**src/design/gtl_pkg.sv**
```systemverilog
// shared types and constants for the grammar token lexer
package gtl_pkg;

    typedef enum logic [2:0] {
        K_END   = 3'd0,
        K_BAR   = 3'd1,
        K_STAR  = 3'd2,
        K_COLON = 3'd3,
        K_EQUAL = 3'd4,
        K_DOT   = 3'd5,
        K_IDENT = 3'd6
    } t_kind;

    typedef enum logic [1:0] {
        E_NONE  = 2'd0,
        E_FULL  = 2'd1,
        E_QUOTE = 2'd2,
        E_CHAR  = 2'd3
    } t_err;

    typedef enum logic [1:0] {
        M_IDLE   = 2'd0,
        M_WORD   = 2'd1,
        M_QUOTED = 2'd2,
        M_HALTED = 2'd3
    } t_mode;

    localparam logic [7:0] CH_BAR   = 8'h7C;
    localparam logic [7:0] CH_STAR  = 8'h2A;
    localparam logic [7:0] CH_COLON = 8'h3A;
    localparam logic [7:0] CH_EQUAL = 8'h3D;
    localparam logic [7:0] CH_DOT   = 8'h2E;
    localparam logic [7:0] CH_UNDER = 8'h5F;
    localparam logic [7:0] CH_QUOTE = 8'h22;
    localparam logic [7:0] CH_NL    = 8'h0A;
    localparam logic [7:0] CH_SPACE = 8'h20;
    localparam logic [7:0] CH_TAB   = 8'h09;
    localparam logic [7:0] CH_CR    = 8'h0D;

    localparam logic [19:0] LINE_MAX = 20'hFFFFF;

    localparam int IQ_DEPTH = 4;
    localparam int IQ_AW    = 2;
    localparam int IQ_CNT_W = 3;
    localparam int OQ_DEPTH = 4;
    localparam int OQ_AW    = 2;
    localparam int OQ_CNT_W = 3;

    // one classified input beat
    typedef struct packed {
        logic [7:0] ch;
        logic       at_end;
        logic       is_space;
        logic       is_nl;
        logic       is_letter;
        logic       is_digit;
        logic       is_quote;
        logic       is_punct;
        t_kind      punct_kind;
    } t_item;

    // one token
    typedef struct packed {
        t_kind       kind;
        logic [11:0] word_start;
        logic [19:0] line;
        t_err        err;
        logic [7:0]  bad_char;
        logic        last;
    } t_res;

endpackage

```
**src/design/gtl_front.sv**
```systemverilog
// input stage: takes character beats and classifies them
module gtl_front (
    input  logic          i_clk,
    input  logic          i_rst_n,
    input  logic          i_valid,
    output logic          o_ready,
    input  logic [7:0]    i_ch,
    input  logic          i_at_end,
    output logic          o_valid,
    input  logic          i_ready,
    output gtl_pkg::t_item o_item
);

    logic           r_vld;
    gtl_pkg::t_item r_item;
    gtl_pkg::t_item n_item;

    assign o_ready = !r_vld || i_ready;
    assign o_valid = r_vld;
    assign o_item  = r_item;

    always_comb begin
        n_item            = '0;
        n_item.ch         = i_ch;
        n_item.at_end     = i_at_end;
        n_item.is_space   = (i_ch == gtl_pkg::CH_SPACE) ||
                            ((i_ch >= gtl_pkg::CH_TAB) && (i_ch <= gtl_pkg::CH_CR));
        n_item.is_nl      = (i_ch == gtl_pkg::CH_NL);
        n_item.is_letter  = ((i_ch >= 8'h61) && (i_ch <= 8'h7A)) ||
                            ((i_ch >= 8'h41) && (i_ch <= 8'h5A)) ||
                            (i_ch == gtl_pkg::CH_UNDER);
        n_item.is_digit   = (i_ch >= 8'h30) && (i_ch <= 8'h39);
        n_item.is_quote   = (i_ch == gtl_pkg::CH_QUOTE);
        n_item.is_punct   = 1'b1;
        n_item.punct_kind = gtl_pkg::K_END;
        case (i_ch)
            gtl_pkg::CH_BAR:   n_item.punct_kind = gtl_pkg::K_BAR;
            gtl_pkg::CH_STAR:  n_item.punct_kind = gtl_pkg::K_STAR;
            gtl_pkg::CH_COLON: n_item.punct_kind = gtl_pkg::K_COLON;
            gtl_pkg::CH_EQUAL: n_item.punct_kind = gtl_pkg::K_EQUAL;
            gtl_pkg::CH_DOT:   n_item.punct_kind = gtl_pkg::K_DOT;
            default:           n_item.is_punct   = 1'b0;
        endcase
    end

    always_ff @(posedge i_clk) begin
        if (!i_rst_n) begin
            r_vld <= 1'b0;
        end else if (o_ready) begin
            r_vld <= i_valid;
        end
    end

    always_ff @(posedge i_clk) begin
        if (o_ready && i_valid) begin
            r_item <= n_item;
        end
    end

endmodule

```
**src/design/gtl_item_q.sv**
```systemverilog
// short queue of classified beats between front and back
module gtl_item_q (
    input  logic           i_clk,
    input  logic           i_rst_n,
    input  logic           i_push,
    output logic           o_ready,
    input  gtl_pkg::t_item i_item,
    output logic           o_valid,
    input  logic           i_pop,
    output gtl_pkg::t_item o_item
);

    gtl_pkg::t_item               r_mem [gtl_pkg::IQ_DEPTH];
    logic [gtl_pkg::IQ_AW-1:0]    r_wp;
    logic [gtl_pkg::IQ_AW-1:0]    r_rp;
    logic [gtl_pkg::IQ_CNT_W-1:0] r_cnt;
    logic                         push_ok;
    logic                         pop_ok;

    assign o_ready = (r_cnt != gtl_pkg::IQ_CNT_W'(gtl_pkg::IQ_DEPTH));
    assign o_valid = (r_cnt != '0);
    assign o_item  = r_mem[r_rp];
    assign push_ok = i_push && o_ready;
    assign pop_ok  = i_pop && o_valid;

    always_ff @(posedge i_clk) begin
        if (!i_rst_n) begin
            r_wp  <= '0;
            r_rp  <= '0;
            r_cnt <= '0;
        end else begin
            if (push_ok) begin
                r_wp <= r_wp + 1'b1;
            end
            if (pop_ok) begin
                r_rp <= r_rp + 1'b1;
            end
            r_cnt <= r_cnt + gtl_pkg::IQ_CNT_W'(push_ok) - gtl_pkg::IQ_CNT_W'(pop_ok);
        end
    end

    always_ff @(posedge i_clk) begin
        if (push_ok) begin
            r_mem[r_wp] <= i_item;
        end
    end

endmodule

```
**src/design/gtl_back.sv**
```systemverilog
// lexer state, character store and token queue
module gtl_back #(
    parameter int STORE_DEPTH = 4096
) (
    input  logic           i_clk,
    input  logic           i_rst_n,
    input  logic           i_item_valid,
    input  gtl_pkg::t_item i_item,
    output logic           o_item_pop,
    output logic           o_res_valid,
    input  logic           i_res_ready,
    output gtl_pkg::t_res  o_res
);

    localparam int ADDR_W = $clog2(STORE_DEPTH);
    localparam int FILL_W = $clog2(STORE_DEPTH + 1);

    logic [7:0]                   r_store [STORE_DEPTH];
    gtl_pkg::t_mode               r_mode;
    gtl_pkg::t_mode               n_mode;
    logic [FILL_W-1:0]            r_fill;
    logic [FILL_W-1:0]            n_fill;
    logic [ADDR_W-1:0]            r_wb;
    logic [ADDR_W-1:0]            n_wb;
    logic [19:0]                  r_line;
    logic [19:0]                  n_line;

    gtl_pkg::t_res                r_oq [gtl_pkg::OQ_DEPTH];
    logic [gtl_pkg::OQ_AW-1:0]    r_wp;
    logic [gtl_pkg::OQ_AW-1:0]    r_rp;
    logic [gtl_pkg::OQ_CNT_W-1:0] r_cnt;
    logic [gtl_pkg::OQ_CNT_W-1:0] occ;

    logic                         pop;
    logic                         take;
    logic                         full;
    logic                         nl_eff;
    logic [19:0]                  line_inc;
    logic [ADDR_W+11:0]           wb_ext;

    logic                         we;
    logic [ADDR_W-1:0]            waddr;
    logic [7:0]                   wdata;

    logic                         do_idle;
    logic [FILL_W-1:0]            idle_fill;
    logic [1:0]                   nres;
    gtl_pkg::t_res                res0;
    gtl_pkg::t_res                res1;
    gtl_pkg::t_res                b_res;
    logic                         b_emit;

    function automatic gtl_pkg::t_res mk_res(input gtl_pkg::t_kind kind,
                                             input logic [11:0]    ws,
                                             input logic [19:0]    line,
                                             input gtl_pkg::t_err  err,
                                             input logic [7:0]     bad);
        gtl_pkg::t_res r;
        r.kind       = kind;
        r.word_start = ws;
        r.line       = line;
        r.err        = err;
        r.bad_char   = bad;
        r.last       = 1'b0;
        return r;
    endfunction

    assign pop         = o_res_valid && i_res_ready;
    assign o_res_valid = (r_cnt != '0);
    assign o_res       = r_oq[r_rp];
    assign occ         = r_cnt - gtl_pkg::OQ_CNT_W'(pop);
    // room for a two-token step
    assign take        = i_item_valid &&
                         (occ <= gtl_pkg::OQ_CNT_W'(gtl_pkg::OQ_DEPTH - 2));
    assign o_item_pop  = take;

    assign full     = (r_fill == FILL_W'(STORE_DEPTH));
    assign nl_eff   = i_item.is_nl && !i_item.at_end;
    assign line_inc = (nl_eff && (r_line != gtl_pkg::LINE_MAX)) ? r_line + 20'd1 : r_line;
    assign wb_ext   = (ADDR_W + 12)'(r_wb);

    always_comb begin
        n_mode    = r_mode;
        n_fill    = r_fill;
        n_wb      = r_wb;
        n_line    = r_line;
        we        = 1'b0;
        waddr     = r_fill[ADDR_W-1:0];
        wdata     = i_item.ch;
        do_idle   = 1'b0;
        idle_fill = r_fill;
        nres      = 2'd0;
        res0      = mk_res(gtl_pkg::K_END, 12'd0, r_line, gtl_pkg::E_NONE, 8'd0);
        res1      = res0;
        b_res     = res0;
        b_emit    = 1'b0;

        if (take && (r_mode != gtl_pkg::M_HALTED)) begin
            n_line = line_inc;
            // first part: word and quoted string handling
            case (r_mode)
                gtl_pkg::M_IDLE: begin
                    do_idle = 1'b1;
                end
                gtl_pkg::M_WORD: begin
                    if (!i_item.at_end && (i_item.is_letter || i_item.is_digit)) begin
                        if (full) begin
                            res0   = mk_res(gtl_pkg::K_END, 12'd0, r_line,
                                            gtl_pkg::E_FULL, 8'd0);
                            nres   = 2'd1;
                            n_mode = gtl_pkg::M_HALTED;
                        end else begin
                            we     = 1'b1;
                            n_fill = r_fill + 1'b1;
                        end
                    end else if (full) begin
                        res0   = mk_res(gtl_pkg::K_END, 12'd0, r_line,
                                        gtl_pkg::E_FULL, 8'd0);
                        nres   = 2'd1;
                        n_mode = gtl_pkg::M_HALTED;
                    end else begin
                        we        = 1'b1;
                        wdata     = 8'd0;
                        n_fill    = r_fill + 1'b1;
                        res0      = mk_res(gtl_pkg::K_IDENT, wb_ext[11:0], r_line,
                                           gtl_pkg::E_NONE, 8'd0);
                        nres      = 2'd1;
                        n_mode    = gtl_pkg::M_IDLE;
                        do_idle   = 1'b1;
                        idle_fill = r_fill + 1'b1;
                    end
                end
                gtl_pkg::M_QUOTED: begin
                    if (i_item.at_end) begin
                        res0   = mk_res(gtl_pkg::K_END, 12'd0, r_line,
                                        gtl_pkg::E_QUOTE, 8'd0);
                        nres   = 2'd1;
                        n_mode = gtl_pkg::M_HALTED;
                    end else if (i_item.is_quote) begin
                        if (full) begin
                            res0   = mk_res(gtl_pkg::K_END, 12'd0, r_line,
                                            gtl_pkg::E_FULL, 8'd0);
                            nres   = 2'd1;
                            n_mode = gtl_pkg::M_HALTED;
                        end else begin
                            we     = 1'b1;
                            wdata  = 8'd0;
                            n_fill = r_fill + 1'b1;
                            res0   = mk_res(gtl_pkg::K_IDENT, wb_ext[11:0], r_line,
                                            gtl_pkg::E_NONE, 8'd0);
                            nres   = 2'd1;
                            n_mode = gtl_pkg::M_IDLE;
                        end
                    end else if (full) begin
                        // newline already counted for this error
                        res0   = mk_res(gtl_pkg::K_END, 12'd0, line_inc,
                                        gtl_pkg::E_FULL, 8'd0);
                        nres   = 2'd1;
                        n_mode = gtl_pkg::M_HALTED;
                    end else begin
                        we     = 1'b1;
                        n_fill = r_fill + 1'b1;
                    end
                end
                default: begin
                    n_mode = r_mode;
                end
            endcase

            // second part: a character seen in idle mode, or the one that ended a word
            if (do_idle) begin
                if (i_item.at_end) begin
                    b_res  = mk_res(gtl_pkg::K_END, 12'd0, r_line, gtl_pkg::E_NONE, 8'd0);
                    b_emit = 1'b1;
                    n_mode = gtl_pkg::M_HALTED;
                end else if (i_item.is_space) begin
                    b_emit = 1'b0;
                end else if (i_item.is_punct) begin
                    b_res  = mk_res(i_item.punct_kind, 12'd0, r_line,
                                    gtl_pkg::E_NONE, 8'd0);
                    b_emit = 1'b1;
                end else if (i_item.is_letter) begin
                    n_wb = idle_fill[ADDR_W-1:0];
                    if (idle_fill == FILL_W'(STORE_DEPTH)) begin
                        b_res  = mk_res(gtl_pkg::K_END, 12'd0, r_line,
                                        gtl_pkg::E_FULL, 8'd0);
                        b_emit = 1'b1;
                        n_mode = gtl_pkg::M_HALTED;
                    end else begin
                        we     = 1'b1;
                        waddr  = idle_fill[ADDR_W-1:0];
                        wdata  = i_item.ch;
                        n_fill = idle_fill + 1'b1;
                        n_mode = gtl_pkg::M_WORD;
                    end
                end else if (i_item.is_quote) begin
                    n_wb   = idle_fill[ADDR_W-1:0];
                    n_mode = gtl_pkg::M_QUOTED;
                end else begin
                    b_res  = mk_res(gtl_pkg::K_END, 12'd0, r_line,
                                    gtl_pkg::E_CHAR, i_item.ch);
                    b_emit = 1'b1;
                    n_mode = gtl_pkg::M_HALTED;
                end
                if (b_emit) begin
                    if (nres == 2'd0) begin
                        res0 = b_res;
                        nres = 2'd1;
                    end else begin
                        res1 = b_res;
                        nres = 2'd2;
                    end
                end
            end

            if (nres == 2'd1) begin
                res0.last = 1'b1;
            end else if (nres == 2'd2) begin
                res1.last = 1'b1;
            end
        end
    end

    always_ff @(posedge i_clk) begin
        if (!i_rst_n) begin
            r_mode <= gtl_pkg::M_IDLE;
            r_fill <= '0;
            r_wb   <= '0;
            r_line <= 20'd1;
            r_wp   <= '0;
            r_rp   <= '0;
            r_cnt  <= '0;
        end else begin
            r_mode <= n_mode;
            r_fill <= n_fill;
            r_wb   <= n_wb;
            r_line <= n_line;
            r_wp   <= r_wp + gtl_pkg::OQ_AW'(nres);
            if (pop) begin
                r_rp <= r_rp + 1'b1;
            end
            r_cnt  <= r_cnt + gtl_pkg::OQ_CNT_W'(nres) - gtl_pkg::OQ_CNT_W'(pop);
        end
    end

    always_ff @(posedge i_clk) begin
        if (nres != 2'd0) begin
            r_oq[r_wp] <= res0;
        end
        if (nres == 2'd2) begin
            r_oq[r_wp + 1'b1] <= res1;
        end
    end

    always_ff @(posedge i_clk) begin
        if (we) begin
            r_store[waddr] <= wdata;
        end
    end

endmodule

```
**src/design/grammar_token_lexer.sv**
```systemverilog
// grammar token lexer top level: classifier, beat queue and token engine
// path: a character beat passes the front register, the beat queue and the token queue
// throughput: one character beat per cycle when the token queue has room for two tokens,
//   set by the single store write port and the one-token-per-cycle output; a beat that
//   ends an identifier and makes a second token costs two output beats
// reset: synchronous active low; mode idle, fill 0, line 1, queues empty;
//   the character store is not cleared
module grammar_token_lexer #(
    parameter int STORE_DEPTH = 4096
) (
    input  logic        i_clk,
    input  logic        i_rst_n,
    // input side: one character beat
    input  logic        i_s_axis_tvalid,
    output logic        o_s_axis_tready,
    input  logic [7:0]  i_s_axis_tdata,   // [7:0] ch
    input  logic        i_s_axis_tlast,   // at_end: end of input mark
    // output side: one token beat
    output logic        o_m_axis_tvalid,
    input  logic        i_m_axis_tready,
    output logic [47:0] o_m_axis_tdata,   // [11:0] word_start, [31:12] line,
                                          // [33:32] error, [41:34] bad_char
    output logic [2:0]  o_m_axis_tuser,   // [2:0] kind
    output logic        o_m_axis_tlast    // last token of the input beat
);

    gtl_pkg::t_item front_item;
    gtl_pkg::t_item q_item;
    gtl_pkg::t_res  res;
    logic           front_valid;
    logic           q_ready;
    logic           q_valid;
    logic           q_pop;

    // front: registers and classifies each character beat
    gtl_front u_front (
        .i_clk    (i_clk),
        .i_rst_n  (i_rst_n),
        .i_valid  (i_s_axis_tvalid),
        .o_ready  (o_s_axis_tready),
        .i_ch     (i_s_axis_tdata),
        .i_at_end (i_s_axis_tlast),
        .o_valid  (front_valid),
        .i_ready  (q_ready),
        .o_item   (front_item)
    );

    // decoupling queue so front and back stall independently
    gtl_item_q u_item_q (
        .i_clk   (i_clk),
        .i_rst_n (i_rst_n),
        .i_push  (front_valid),
        .o_ready (q_ready),
        .i_item  (front_item),
        .o_valid (q_valid),
        .i_pop   (q_pop),
        .o_item  (q_item)
    );

    // back: lexer state, store writes and the token queue
    gtl_back #(
        .STORE_DEPTH (STORE_DEPTH)
    ) u_back (
        .i_clk        (i_clk),
        .i_rst_n      (i_rst_n),
        .i_item_valid (q_valid),
        .i_item       (q_item),
        .o_item_pop   (q_pop),
        .o_res_valid  (o_m_axis_tvalid),
        .i_res_ready  (i_m_axis_tready),
        .o_res        (res)
    );

    // token fields packed lowest first, padded to whole bytes
    assign o_m_axis_tdata = {6'd0, res.bad_char, res.err, res.line, res.word_start};
    assign o_m_axis_tuser = res.kind;
    assign o_m_axis_tlast = res.last;

endmodule

```
**config.mk**
```make
export PLATFORM = sky130hd
export DESIGN_NAME = grammar_token_lexer
export DESIGN_NICKNAME = d
export VERILOG_FILES = /design/src/design/gtl_pkg.sv /design/src/design/gtl_front.sv /design/src/design/gtl_item_q.sv /design/src/design/gtl_back.sv /design/src/design/grammar_token_lexer.sv
export SDC_FILE = /design/constraint.sdc
export NUM_CORES = 1
export LEC_CHECK = 0
export ABC_AREA = 1
export BUFFER_PORTS_ARGS = -buffer_cell sky130_fd_sc_hd__buf_2
export CAP_MARGIN = 20
export CORE_MARGIN = 2
export CORE_UTILIZATION = 56
export DETAILED_ROUTE_END_ITERATION = 10
export PLACE_DENSITY_LB_ADDON = 0.2
export REMOVE_ABC_BUFFERS = 1
export SKIP_CTS_REPAIR_TIMING = 1
export SLEW_MARGIN = 10
export SYNTH_ARGS = -nofsm -noshare
export SYNTH_HDL_FRONTEND = slang
export SYNTH_SLANG_ARGS = --single-unit
```
**constraint.sdc**
```tcl
create_clock -name i_clk -period 4 [get_ports i_clk]
set_input_delay 0.2 -clock i_clk [delete_from_list [all_inputs] [get_ports i_clk]]
set_output_delay 0.2 -clock i_clk [all_outputs]
set_load 0.005 [all_outputs]
```
==> flow_summary.yaml <==
timing:
  max_freq_mhz: 269
  setup_viol: 0
  period_share_pct: 92.8
  finalHoldViolations: 0
  finalMaxSlewViolations: 0
  clock_skew_ns: 0.0143
  worst_pin_slew_ns: 0.926
  maxSlewHeadroom_pct: 36.7
  min_period_ns: 3.71
layout:
  design_area_um2: 19500
  diodes: 0
  syn_to_final_growth_pct: 12.9
  final_common_cell: "nand2_1"
  final_cell_mix: "474 x nand2_1, 228 x o21ai_0, 226 x edfxtp_1"
  final_util_pct: 63.9
  nets: 2141
  layout-drive-gt1-share_pct: 12.6
  fin_cells: 2527
min_path:
  hold_start: "i_m_axis_tready"
  min_path_cells: 4
  hp-class: "input pin to flop"
place:
  place_area_um2: 18000
  dp.cells: 2449
  detailed_place_hpwl_um: 29500
  gp_congestion: 0.970
  port_buffers: 60
floorplan:
  die_width_um: 180
  io_pins: 67
  core_area_um2: 30500
  die-area_um2: 32300
  rows: 64
  initial_utilization_pct: 56.6
  dieHeight_um: 180
setup_path:
  cp_max_fo: 29
  crit_family: "simple AND/OR/NAND/NOR gates"
  r2r_cells: 26
  required_ns: 4.26
  crit_buf_inv: 4
  slowest_stage: "dfxtp_4"
  crit_arrival_ns: 3.97
  ff2ff_setup_slack_ns: 0.29
  slowest_delay_ns: 0.37
  crit_top_cell: "nand2_1"
  start_kind: "flop"
  worst_r2r_endpoint: "u_back.r_oq[0][29]$_DFFE_PP_"
  crit_path_end_kind: "flop"
  path_class: "flop to flop"
route:
  drt_wl_total_um: 45400
  first_pass_iters: 5
  drt_iter0_markers: 1378
  via_count: 14700
  ant_nets: 0
  vias_per_cell: 5.80
  route.detailed.drc: 0
  routedWlPerCell_um: 18.0
grt:
  grt_usage_pct: 27.8
  antenna_found_initial: 0
  grt_pass1_wl_um: 72600
  grt_pass1_vias: 13800
  grt_overflow: 0
  grt_max_degree: 93
cts:
  clk_latency_ns: 0.52
  cts.clk_slew.worst_paths_ns: 0.06
  clockBufferDepth: 3
  root_buffer: "clkbuf_16"
  clock-sinks: 340
  htreeDepth: 2
  cts_tree: "done"
  cts_made_buffers: 36
synthesis:
  synthFlopType: "edfxtp_1"
  syn_area_um2: 17300
  netlist.area_leader.share_pct: 39.3
  avgSynthCellArea_um2: 8.39
  synth_edf_count: 226
  syn_inst: 2058
  synthTopCellsByArea: "edfxtp_1 39%, dfxtp_1 13%, nand2_1 10%, o21ai_0 6.6%, nor2_1 4.3%"
  ys_async_sr_fraction_pct: 0
  synth_top_cell_by_area: "edfxtp_1"
  synth_cell_types: 51
  ys_seq_elements: 340
  ys_warn_count: 0
  ys_seq_area_share_pct: 52.5
pwr:
  powerDensity_nw_per_um2: 650
  leakage_nw: 7.63
  ir_worst_vdd_mv: 0.455
status:
  status: "completed"
flow_run:
  cap_violations: 0
==> how the worst max path moves through the flow <==
stage | start | endpoint | slack, ns | cells past startpoint
after floorplan | u_back.r_cnt[1]$_SDFF_PN0_ | u_back.r_oq[0][0]$_DFFE_PP_ | -3.43 | 16
after global placement | u_back.r_fill[1]$_SDFFE_PN0P_ | u_back.r_oq[1][8]$_DFFE_PP_ | 0.02 | 24
after detailed placement | u_back.r_fill[1]$_SDFFE_PN0P_ | u_back.r_oq[2][27]$_DFFE_PP_ | -0.003 | 28
after CTS | u_back.r_fill[1]$_SDFFE_PN0P_ | u_back.r_oq[2][27]$_DFFE_PP_ | -0.04 | 28
after global routing | flop | u_back.r_oq[0][29]$_DFFE_PP_ | -0.03 | 27
final | flop | u_back.r_oq[0][29]$_DFFE_PP_ | 0.29 | 26
==> layer usage <==
layer | share of wire [%] | global-route usage [%]
met1 | 42 | 37.0
met3 | 6.9 | 3.55
met2 | 48 | 47.5
met5 | 0 | 0
met4 | 2.6 | 8.59
==> cell usage after synthesis (21+ instances only) <==
| cell | count |
|---|---|
| dfxtp_1 | 114 |
| xor2_1 | 33 |
| clkbuf_1 | 85 |
| nand2_1 | 483 |
| o21ai_1 | 35 |
| ha_1 | 21 |
| buf_2 | 25 |
| edfxtp_1 | 226 |
| nand3_1 | 144 |
| nor2_1 | 197 |
| inv_1 | 129 |
| o22ai_1 | 69 |
| o21ai_0 | 229 |
| nand2_2 | 29 |
| a21oi_1 | 88 |
==> cell type report <==
cell class              instances  area, um^2
clock buffers                  49        1000
clock inverters                15         155
fillers                      2538       11000
inverters                     144         561
multi-input cells            1444        7160
flip-flops and latches        340        9080
well taps                     396         495
repair buffers                139        1030
==> per-stage QoR <==
step	power [mW]	setup WS [ns]	setup TNS, ns	hold WS (ns)
floorplan	7.50	-3.43	-1041.16	0.293
global placement	9.15	0.0248	0	0.382
detailed placement	9.25	-0.00293	-0.00293	0.378
CTS	12.5	-0.0410	-0.565	-0.151
global route	13.4	-0.0319	-0.304	0.168
finish	12.7	0.289	0	0.129
==> flip-flops by register name, summed over array words and instances (netlist names), named ones only <==
name,count
u_item_q.r_rp,2
u_front.o_valid,1
u_back.r_line,20
u_back.r_wp,2
u_back.r_cnt,3
u_item_q.r_mem,72
u_front.o_item,18
u_back.r_oq,184
u_item_q.r_cnt,3
u_back.r_wb,12
u_back.r_fill,13
u_back.r_mode,2
u_back.r_rp,2
u_item_q.r_wp,2
==> where the power goes <==
group	leakage [nW]	internal [mW]	switching, mW	total (mW)
Clock	0.568	1.95	1.34	3.29
Combinational	4.03	1.45	3.24	4.69
Sequential	3.03	4.32	0.352	4.68
Total	7.63	7.73	4.93	12.7
==> tightest hold or removal path, cell delays in order <==
cell and delay, ns:
buf_2 0.07, nand2_1 0.04, inv_1 0.18, a21oi_1 0.10
==> cell families after synthesis <==
| group | count (synthesis) | synth area share, % |
|---|---|---|
| XOR/XNOR | 38 | 1.93 |
| buffers and inverters | 279 | 6.67 |
| flip-flops | 340 | 52.5 |
| other | 1 | 0.0217 |
| AND/OR/NAND/NOR | 910 | 22.2 |
| AO/OA/AOI/OAI | 467 | 14.9 |
| adder cells (fa/ha/maj) | 23 | 1.75 |
Note: power is estimated with default switching activity, not from simulation.
